`src/rtl/ktk_pkg.sv`:
```
// Shared types, constants and the US ASCII keymap for the typematic key encoder.
// No dependencies; every other file uses it by scoped names.
package ktk_pkg;

  localparam int unsigned KEY_COUNT = 101;
  localparam int unsigned KEY_W     = 7;
  localparam int unsigned KEY_AW    = $clog2(KEY_COUNT);
  localparam int unsigned TMR_W     = 8;
  localparam int unsigned SYM_W     = 7;
  localparam int unsigned CFG_W     = 8;
  localparam int unsigned CFG_IDX_W = 1;

  localparam logic [KEY_W:0] KEY_COUNT_EXT = (KEY_W + 1)'(KEY_COUNT);

  // configuration register indexes
  localparam logic [CFG_IDX_W-1:0] CFG_RPT_DELAY    = 1'b0;
  localparam logic [CFG_IDX_W-1:0] CFG_RPT_INTERVAL = 1'b1;

  localparam logic [CFG_W-1:0] RPT_DELAY_RST    = 8'd10;
  localparam logic [CFG_W-1:0] RPT_INTERVAL_RST = 8'd6;

  // key codes
  localparam logic [KEY_W-1:0] KEY_LETTER_LAST = 7'd25;
  localparam logic [KEY_W-1:0] KEY_NUM0        = 7'd26;
  localparam logic [KEY_W-1:0] KEY_NUM9        = 7'd35;
  localparam logic [KEY_W-1:0] KEY_PUNCT_FIRST = 7'd46;
  localparam logic [KEY_W-1:0] KEY_PUNCT_LAST  = 7'd60;
  localparam logic [KEY_W-1:0] KEY_BACKSPACE   = 7'd59;

  localparam logic [SYM_W-1:0] CH_UPPER_A = 7'h41;
  localparam logic [SYM_W-1:0] CH_LOWER_A = 7'h61;
  localparam logic [SYM_W-1:0] CH_ZERO    = 7'h30;
  localparam logic [SYM_W-1:0] CH_NONE    = 7'h00;

  // shifted digits ) ! @ # $ % ^ & * (
  localparam logic [SYM_W-1:0] DIGIT_SHIFT [10] = '{
    7'h29, 7'h21, 7'h40, 7'h23, 7'h24, 7'h25, 7'h5E, 7'h26, 7'h2A, 7'h28
  };

  // punctuation keys in code order: [ ] ; , . ' / \ ` = - space enter backspace tab
  localparam logic [SYM_W-1:0] PUNCT_PLAIN [15] = '{
    7'h5B, 7'h5D, 7'h3B, 7'h2C, 7'h2E, 7'h27, 7'h2F, 7'h5C,
    7'h60, 7'h3D, 7'h2D, 7'h20, 7'h0A, 7'h00, 7'h09
  };
  localparam logic [SYM_W-1:0] PUNCT_SHIFT [15] = '{
    7'h7B, 7'h7D, 7'h3A, 7'h3C, 7'h3E, 7'h22, 7'h3F, 7'h7C,
    7'h7E, 7'h2B, 7'h5F, 7'h20, 7'h0A, 7'h00, 7'h09
  };

  // Character for a key; CH_NONE where the key has no mapping.
  function automatic logic [SYM_W-1:0] map_key(input logic [KEY_W-1:0] key,
                                               input logic shifted,
                                               input logic caps);
    logic [KEY_W-1:0] dig_full;
    logic [KEY_W-1:0] pun_full;
    logic [3:0]       dig;
    logic [3:0]       pun;
    logic [SYM_W-1:0] c;
    dig_full = key - KEY_NUM0;
    pun_full = key - KEY_PUNCT_FIRST;
    dig      = dig_full[3:0];
    pun      = pun_full[3:0];
    c        = CH_NONE;
    if (key <= KEY_LETTER_LAST) begin
      c = ((shifted ^ caps) ? CH_UPPER_A : CH_LOWER_A) + SYM_W'(key);
    end else if (key >= KEY_NUM0 && key <= KEY_NUM9) begin
      c = shifted ? DIGIT_SHIFT[dig] : CH_ZERO + SYM_W'(dig);
    end else if (key >= KEY_PUNCT_FIRST && key <= KEY_PUNCT_LAST) begin
      c = shifted ? PUNCT_SHIFT[pun] : PUNCT_PLAIN[pun];
    end
    return c;
  endfunction

endpackage

```
`src/rtl/ktk_if.sv`:
```
// Valid/ready channels for key samples and emitted characters.
// Depends on ktk_pkg for field widths.
interface ktk_in_if;
  logic                      valid;
  logic                      ready;
  logic [ktk_pkg::KEY_W-1:0] key_code;
  logic                      pressed;
  logic                      scan_start;
  logic                      shift_held;
  logic                      caps_key_down;

  modport source (output valid, key_code, pressed, scan_start, shift_held, caps_key_down,
                  input ready);
  modport sink   (input valid, key_code, pressed, scan_start, shift_held, caps_key_down,
                  output ready);
endinterface

interface ktk_out_if;
  logic                      valid;
  logic                      ready;
  logic [ktk_pkg::SYM_W-1:0] symbol;
  logic                      is_backspace;

  modport source (output valid, symbol, is_backspace, input ready);
  modport sink   (input valid, symbol, is_backspace, output ready);
endinterface

```
`src/rtl/ktk_hold_mem.sv`:
```
// Per-key hold timer store: synchronous RAM with registered read data,
// per-entry valid bits for reset-to-zero, and write-to-read forwarding. Uses ktk_pkg.
module ktk_hold_mem (
  input  logic                       clk_i,
  input  logic                       rst_ni,
  input  logic                       rd_en_i,
  input  logic [ktk_pkg::KEY_AW-1:0] rd_addr_i,
  input  logic                       wr_en_i,
  input  logic [ktk_pkg::KEY_AW-1:0] wr_addr_i,
  input  logic [ktk_pkg::TMR_W-1:0]  wr_data_i,
  output logic [ktk_pkg::TMR_W-1:0]  rd_data_o
);

  logic [ktk_pkg::TMR_W-1:0]     mem [ktk_pkg::KEY_COUNT];
  logic [ktk_pkg::KEY_COUNT-1:0] vld_q;
  logic [ktk_pkg::TMR_W-1:0]     rd_q;
  logic                          rd_vld_q;
  logic                          fwd_hit_q;
  logic [ktk_pkg::TMR_W-1:0]     fwd_data_q;

  always_ff @(posedge clk_i) begin
    if (wr_en_i) begin
      mem[wr_addr_i] <= wr_data_i;
    end
    if (rd_en_i) begin
      rd_q       <= mem[rd_addr_i];
      fwd_data_q <= wr_data_i;
    end
  end

  always_ff @(posedge clk_i or negedge rst_ni) begin
    if (!rst_ni) begin
      vld_q     <= '0;
      rd_vld_q  <= 1'b0;
      fwd_hit_q <= 1'b0;
    end else begin
      if (wr_en_i) begin
        vld_q[wr_addr_i] <= 1'b1;
      end
      if (rd_en_i) begin
        rd_vld_q <= vld_q[rd_addr_i];
        // the RAM returns old data when the same entry is written this edge
        fwd_hit_q <= wr_en_i && (wr_addr_i == rd_addr_i);
      end
    end
  end

  // never-written entries read as zero
  assign rd_data_o = fwd_hit_q ? fwd_data_q : (rd_vld_q ? rd_q : '0);

endmodule

```
`src/rtl/keyboard_typematic_keymap_encoder.sv`:
```
// Typematic key encoder: per-key hold timers in RAM, US ASCII keymap.
// A sample is registered in s1 with its timer read, its result in the output register.
// Throughput: one sample per cycle while output is not stalled, set by the timer RMW.
// Reset: timers read as zero via per-entry valid bits cleared at once (no clearing pass);
// caps and shift state clear; the repeat delay resets to 10, the repeat interval to 6.
module keyboard_typematic_keymap_encoder (
  input  logic                          clk_i,
  input  logic                          rst_ni,
  ktk_in_if.sink                        in_s,
  ktk_out_if.source                     out_m,
  input  logic                          cfg_we_i,
  input  logic [ktk_pkg::CFG_IDX_W-1:0] cfg_idx_i,
  input  logic [ktk_pkg::CFG_W-1:0]     cfg_data_i
);

  logic [ktk_pkg::CFG_W-1:0] delay_q;
  logic [ktk_pkg::CFG_W-1:0] interval_q;

  logic caps_on_q, caps_prev_q, shift_q;
  logic caps_on_d, caps_prev_d, shift_d;

  logic                      s1_valid_q;
  logic [ktk_pkg::KEY_W-1:0] s1_key_q;
  logic                      s1_pressed_q;
  logic                      s1_shift_q;
  logic                      s1_caps_q;

  logic                      out_valid_q;
  logic [ktk_pkg::SYM_W-1:0] out_symbol_q;
  logic                      out_bs_q;

  logic                      in_fire;
  logic                      in_range_in;
  logic                      s1_in_range;
  logic                      s1_adv;
  logic                      s1_fire;
  logic [ktk_pkg::TMR_W-1:0] tmr_old;
  logic [ktk_pkg::TMR_W-1:0] tmr_inc;
  logic [ktk_pkg::TMR_W-1:0] tmr_reload;
  logic [ktk_pkg::TMR_W-1:0] tmr_new;
  logic                      emit;
  logic [ktk_pkg::SYM_W-1:0] sym;
  logic                      is_bs;
  logic                      s1_result;

  // configuration
  always_ff @(posedge clk_i or negedge rst_ni) begin
    if (!rst_ni) begin
      delay_q    <= ktk_pkg::RPT_DELAY_RST;
      interval_q <= ktk_pkg::RPT_INTERVAL_RST;
    end else if (cfg_we_i) begin
      case (cfg_idx_i)
        ktk_pkg::CFG_RPT_DELAY:    delay_q    <= cfg_data_i;
        ktk_pkg::CFG_RPT_INTERVAL: interval_q <= cfg_data_i;
        default: ;
      endcase
    end
  end

  // scan-start latching of shift and caps lock toggle
  always_comb begin
    caps_on_d   = caps_on_q;
    caps_prev_d = caps_prev_q;
    shift_d     = shift_q;
    if (in_s.scan_start) begin
      shift_d     = in_s.shift_held;
      caps_prev_d = in_s.caps_key_down;
      if (in_s.caps_key_down && !caps_prev_q) begin
        caps_on_d = !caps_on_q;
      end
    end
  end

  assign in_fire     = in_s.valid && in_s.ready;
  assign in_range_in = {1'b0, in_s.key_code} < ktk_pkg::KEY_COUNT_EXT;
  assign s1_in_range = {1'b0, s1_key_q} < ktk_pkg::KEY_COUNT_EXT;

  ktk_hold_mem u_hold_mem (
    .clk_i     (clk_i),
    .rst_ni    (rst_ni),
    .rd_en_i   (in_fire && in_range_in),
    .rd_addr_i (in_s.key_code[ktk_pkg::KEY_AW-1:0]),
    .wr_en_i   (s1_fire && s1_in_range),
    .wr_addr_i (s1_key_q[ktk_pkg::KEY_AW-1:0]),
    .wr_data_i (tmr_new),
    .rd_data_o (tmr_old)
  );

  // timer update and emission
  always_comb begin
    tmr_inc    = (tmr_old == '1) ? tmr_old : tmr_old + 8'd1;
    tmr_reload = (delay_q > interval_q) ? delay_q - interval_q : 8'd1;
    emit       = 1'b0;
    tmr_new    = '0;
    if (s1_pressed_q) begin
      if (tmr_old == '0) begin
        emit    = 1'b1;
        tmr_new = 8'd1;
      end else if (tmr_inc >= delay_q) begin
        emit    = 1'b1;
        tmr_new = tmr_reload;
      end else begin
        tmr_new = tmr_inc;
      end
    end
    sym       = ktk_pkg::map_key(s1_key_q, s1_shift_q, s1_caps_q);
    is_bs     = (sym == ktk_pkg::CH_NONE) && (s1_key_q == ktk_pkg::KEY_BACKSPACE);
    s1_result = s1_in_range && emit && ((sym != ktk_pkg::CH_NONE) || is_bs);
  end

  // hold the stage only when it has a result and the output slot stays full
  assign s1_adv     = !s1_result || !out_valid_q || out_m.ready;
  assign s1_fire    = s1_valid_q && s1_adv;
  assign in_s.ready = !s1_valid_q || s1_adv;

  always_ff @(posedge clk_i or negedge rst_ni) begin
    if (!rst_ni) begin
      caps_on_q   <= 1'b0;
      caps_prev_q <= 1'b0;
      shift_q     <= 1'b0;
      s1_valid_q  <= 1'b0;
      out_valid_q <= 1'b0;
    end else begin
      if (in_fire) begin
        caps_on_q   <= caps_on_d;
        caps_prev_q <= caps_prev_d;
        shift_q     <= shift_d;
        s1_valid_q  <= 1'b1;
      end else if (s1_fire) begin
        s1_valid_q <= 1'b0;
      end
      if (s1_fire && s1_result) begin
        out_valid_q <= 1'b1;
      end else if (out_m.ready) begin
        out_valid_q <= 1'b0;
      end
    end
  end

  always_ff @(posedge clk_i) begin
    if (in_fire) begin
      s1_key_q     <= in_s.key_code;
      s1_pressed_q <= in_s.pressed;
      s1_shift_q   <= shift_d;
      s1_caps_q    <= caps_on_d;
    end
    if (s1_fire && s1_result) begin
      out_symbol_q <= sym;
      out_bs_q     <= is_bs;
    end
  end

  assign out_m.valid        = out_valid_q;
  assign out_m.symbol       = out_symbol_q;
  assign out_m.is_backspace = out_bs_q;

endmodule
```
`src/flat_wrapper.sv`:
```
// flat-port wrapper written by rule: the top's interface ports become plain ports
module keyboard_typematic_keymap_encoder_flat 
  (clk_i, rst_ni, cfg_we_i, cfg_idx_i, cfg_data_i, in_s_valid, in_s_key_code, in_s_pressed, in_s_scan_start, in_s_shift_held, in_s_caps_key_down, in_s_ready, out_m_valid, out_m_symbol, out_m_is_backspace, out_m_ready);
  ktk_in_if in_s_i ();
  ktk_out_if out_m_i ();
  input  logic clk_i;
  input  logic rst_ni;
  input  logic cfg_we_i;
  input  logic [ktk_pkg::CFG_IDX_W-1:0] cfg_idx_i;
  input  logic [ktk_pkg::CFG_W-1:0] cfg_data_i;
  input wire logic [$bits(in_s_i.valid)-1:0] in_s_valid;
  input wire logic [$bits(in_s_i.key_code)-1:0] in_s_key_code;
  input wire logic [$bits(in_s_i.pressed)-1:0] in_s_pressed;
  input wire logic [$bits(in_s_i.scan_start)-1:0] in_s_scan_start;
  input wire logic [$bits(in_s_i.shift_held)-1:0] in_s_shift_held;
  input wire logic [$bits(in_s_i.caps_key_down)-1:0] in_s_caps_key_down;
  output wire logic [$bits(in_s_i.ready)-1:0] in_s_ready;
  output wire logic [$bits(out_m_i.valid)-1:0] out_m_valid;
  output wire logic [$bits(out_m_i.symbol)-1:0] out_m_symbol;
  output wire logic [$bits(out_m_i.is_backspace)-1:0] out_m_is_backspace;
  input wire logic [$bits(out_m_i.ready)-1:0] out_m_ready;
  assign in_s_i.valid = in_s_valid;
  assign in_s_i.key_code = in_s_key_code;
  assign in_s_i.pressed = in_s_pressed;
  assign in_s_i.scan_start = in_s_scan_start;
  assign in_s_i.shift_held = in_s_shift_held;
  assign in_s_i.caps_key_down = in_s_caps_key_down;
  assign in_s_ready = in_s_i.ready;
  assign out_m_valid = out_m_i.valid;
  assign out_m_symbol = out_m_i.symbol;
  assign out_m_is_backspace = out_m_i.is_backspace;
  assign out_m_i.ready = out_m_ready;
  keyboard_typematic_keymap_encoder u_core (.clk_i(clk_i), .rst_ni(rst_ni), .in_s(in_s_i), .out_m(out_m_i), .cfg_we_i(cfg_we_i), .cfg_idx_i(cfg_idx_i), .cfg_data_i(cfg_data_i));
endmodule
```
`config.mk`:
```
export PLATFORM = sky130hd
export DESIGN_NAME = keyboard_typematic_keymap_encoder_flat
export DESIGN_NICKNAME = d
export VERILOG_FILES = /design/src/rtl/ktk_pkg.sv /design/src/rtl/ktk_if.sv /design/src/rtl/ktk_hold_mem.sv /design/src/rtl/keyboard_typematic_keymap_encoder.sv /design/src/flat_wrapper.sv
export SDC_FILE = /design/constraint.sdc
export NUM_CORES = 1
export LEC_CHECK = 0
export BUFFER_PORTS_ARGS = -buffer_cell sky130_fd_sc_hd__clkbuf_2
export CORE_ASPECT_RATIO = 1.75
export CORE_MARGIN = 4
export CORE_UTILIZATION = 63
export DETAILED_ROUTE_END_ITERATION = 7
export GPL_TIMING_DRIVEN = 0
export PLACE_DENSITY = 0.89
export REMOVE_ABC_BUFFERS = 1
export SYNTH_ARGS = -nofsm -noshare
export SYNTH_HDL_FRONTEND = slang
export SYNTH_HIERARCHICAL = 1
export SYNTH_SLANG_ARGS = --single-unit
```
`constraint.sdc`:
```
create_clock -name clk_i -period 9.5 [get_ports clk_i]
set_clock_uncertainty 0.15 [all_clocks]
set_input_delay 0 -clock clk_i [delete_from_list [all_inputs] [get_ports clk_i]]
set_output_delay 0 -clock clk_i [all_outputs]
set_load 0.02 [all_outputs]
```
==> out/results.ini <==
[sta]
clock.fmax_mhz = 117
tns_ns = 0
final_hold_viol_count = 0
timing.final.crit_share = 0.897
slew_headroom = 0.000333
min_period_ns = 8.53
post-route-worst-setup-slack_ns = 0.974
unrepaired_setup_endpoints_after_global_routing = false
max_slew.worst_pin.slew_ns = 1.50
report.final.slew_viol_count = 0
hold-worst-slack_ns = 0.0502
finalSetupViolations = 0

[route]
dr_total_vias = 23214
totalWireLength_um = 108000
viasPerCell = 7.41
detail-route-antenna-nets = 0
wire_per_inst_um = 34.5
drc_errors = 0
drt_first_pass_iters = 6
drt_iter0_drc = 4220

[yosys]
yosys.cell_count.top_type = edfxtp_1
synth_cell_types = 80
netlist_area_mm2 = 0.0395
synth.yosys.seq_area_share = 0.719
post_synth_edffs = 842
netlist_top_cells_area = edfxtp_1 (64%), mux4_2 (12%), dfrtp_1 (7.6%)
synthDominantAreaCellType = edfxtp_1
ys_top_cells_by_count = edfxtp_1 (842), mux4_2 (213), nor2_1 (139)
synth.avg_cell_area_um2 = 18.1
ys_ff_latch = 966
synthDominantCellAreaShare = 0.641
yosys_warnings = 6
postSynthCellCount = 2185
asyncSetResetFlopFracSynth = 0.128
postSynth.topFlopCell = edfxtp_1

[global_routing]
total_congestion_overflow_after_global_routing = 0
pin_count_of_the_biggest_net_entering_global_routing = 97
grt_pass1_vias = 23779
grt_pass1_wl_um = 161000
antenna_found_initial = 7
overall_global_routing_usage = 0.327

[clock_network]
cts-root-buf = clkbuf_16
cts_max_path_buffers = 3
clk_pin_slew_ns = 0.08
postCtsSetupBuffers = 0
cts.sinks = 966
worstSkewPairLatency_ns = 0.64
h_tree_lvl_count = 3
cts-buffers-inserted = 76
tritoncts = yes

[outcome]
run_status = finished clean

[placement]
placement.setup.worst_slack_ns = 2.12
input_output_buffers = 34
post_dp_cell_area_mm2 = 0.0407
globalplace.congestion = 0.901
placed_cells = 2937
dpl.hpwl_um = 59900

[critical_path]
worst_setup_path_start_kind = flip-flop
worstPathMaxFanout = 11
required_ns = 9.59
critPathArrivalTime_ns = 8.62
timing_worst_setup_path_type = flip-flop to flip-flop
worstSetupEndpointType = flip-flop

[die]
die_w_um = 197
die_h_um = 339
initial_utilization = 0.634
floorplan.die_area_mm2 = 0.0669
placement_rows = 121
core_mm2 = 0.0622
boundaryPins = 35

[finish]
area.growth.synth_to_final_pct = 10.7
layout.nets = 2324
post_layout_nonfiller_instances = 3134
post_route_cells_drive_above_1_share = 0.231
final_cell_area_mm2 = 0.0437

[power]
power_leakage_nw = 15.1
pwr_dens_mw_per_mm2 = 208
irDropWorstVdd_mv = 0.252

[min_path]
hp-class = input pin to flip-flop

[job]
max_cap_viol_count = 0

logic make-up (layout without fill, tap and decap cells):
| family | after synthesis | count (layout) | share of synthesized area |
|---|---|---|---|
| DFF | 966 | 966 | 0.719 |
| and+or+nand+nor | 498 | 498 | 0.0616 |
| muxes | 301 | 301 | 0.145 |
| AOI/OAI and AO/OA | 226 | 226 | 0.0394 |
| buffers and inverters | 137 | 282 | 0.0190 |
| adders and majority gates | 31 | 31 | 0.0100 |
| xor gates and xnor gates | 26 | 26 | 0.00596 |
| other | 0 | 5 | 0 |
per-stage QoR:
stage,util,total power [W]
2_1_floorplan,-,0.00545
3_3_place_gp,0.643,0.00581
3_5_place_dp,0.654,0.00583
4_1_cts,0.702,0.00902
5_1_grt,0.702,0.00931
6_report,0.702,0.00907
cell usage in the layout, fill, tap and decap left out, types with 37 or more instances in the layout:
cell type	count
edfxtp_1	842
dfrtp_1	120
mux4_2	213
clkbuf_16	78
mux2i_1	69
nand2_1	124
a21oi_1	37
nor2_1	138
dlygate4sd3_1	51
or2_2	106
final timing paths:
path                       depth (start not counted)                                      end  slack, ns                                     from
setup / recovery                                  17   u_core/u_hold_mem/mem[55][5]$_DFFE_PP_       0.97  u_core/u_hold_mem/fwd_hit_q$_DFFE_PN0P_
hold / removal                                     3         u_core/interval_q[0]$_DFFE_PN0P_       0.05                            cfg_data_i[0]
setup reg to reg                                  17   u_core/u_hold_mem/mem[55][5]$_DFFE_PP_       0.97  u_core/u_hold_mem/fwd_hit_q$_DFFE_PN0P_
hold reg to reg                                    1   u_core/u_hold_mem/vld_q[7]$_DFFE_PN0P_       0.31   u_core/u_hold_mem/vld_q[7]$_DFFE_PN0P_
max in group asynchronous                          4  u_core/u_hold_mem/vld_q[32]$_DFFE_PN0P_       8.34                                   rst_ni
min in group asynchronous                          3         u_core/interval_q[1]$_DFFE_PN1P_       0.40                                   rst_ni
flip-flops by register name, indices dropped and copies added (netlist names), 7 cells and up:
signal / cells
u_core/out_m.symbol: 7
u_core/u_hold_mem/mem: 808
u_core/u_hold_mem/vld_q: 101
u_core/u_hold_mem/rd_q: 8
u_core/delay_q: 8
u_core/s1_key_q: 7
u_core/u_hold_mem/fwd_data_q: 8
u_core/interval_q: 8
cell type report:
cell class                 instances  area [µm²]
clock buffer                      97        2060
clock inverter                    43         398
sequential                       966       28400
antenna                            5        12.5
multi-input combinational       1082       10400
inverter                          33         125
fill                            3168       18500
tap                              799        1000
timing repair buffer             109        1300
critical path: stages, from the launching register on:
cell,delay (ns)
dfrtp_1,0.52
nor2b_1,0.44
a22o_1,0.35
ha_1,0.29
nand2_1,0.13
nor2_1,0.31
nand3_1,0.30
xnor2_1,0.38
ha_1,0.30
nand2b_1,0.14
a21o_1,0.17
a21oi_1,0.23
o211ai_1,0.20
a211oi_1,0.89
nor2_1,0.08
a31oi_1,0.66
nand4_1,1.24
nor2_1,1.33
routing by layer:
layer,share of wire,vias to the layer above,GRT usage
met5,0.00010,-,0
met2,0.48,2303,0.513
met1,0.30,11462,0.402
met3,0.12,630,0.0817
met4,0.092,2,0.223
li1,-,8817,-
where the power goes:
part | total [W] | internal [W] | switching (W)
combinational | 0.000961 | 0.000341 | 0.000620
clock | 0.00322 | 0.00170 | 0.00152
sequential | 0.00489 | 0.00483 | 0.0000669
what timing repair did:
action,CTS,global route
resized for setup,0,0
hold buffers,52,0
endpoints found under the hold margin,166,0
setup endpoints to repair,0,0
Note: power is estimated with default switching activity, not from simulation.
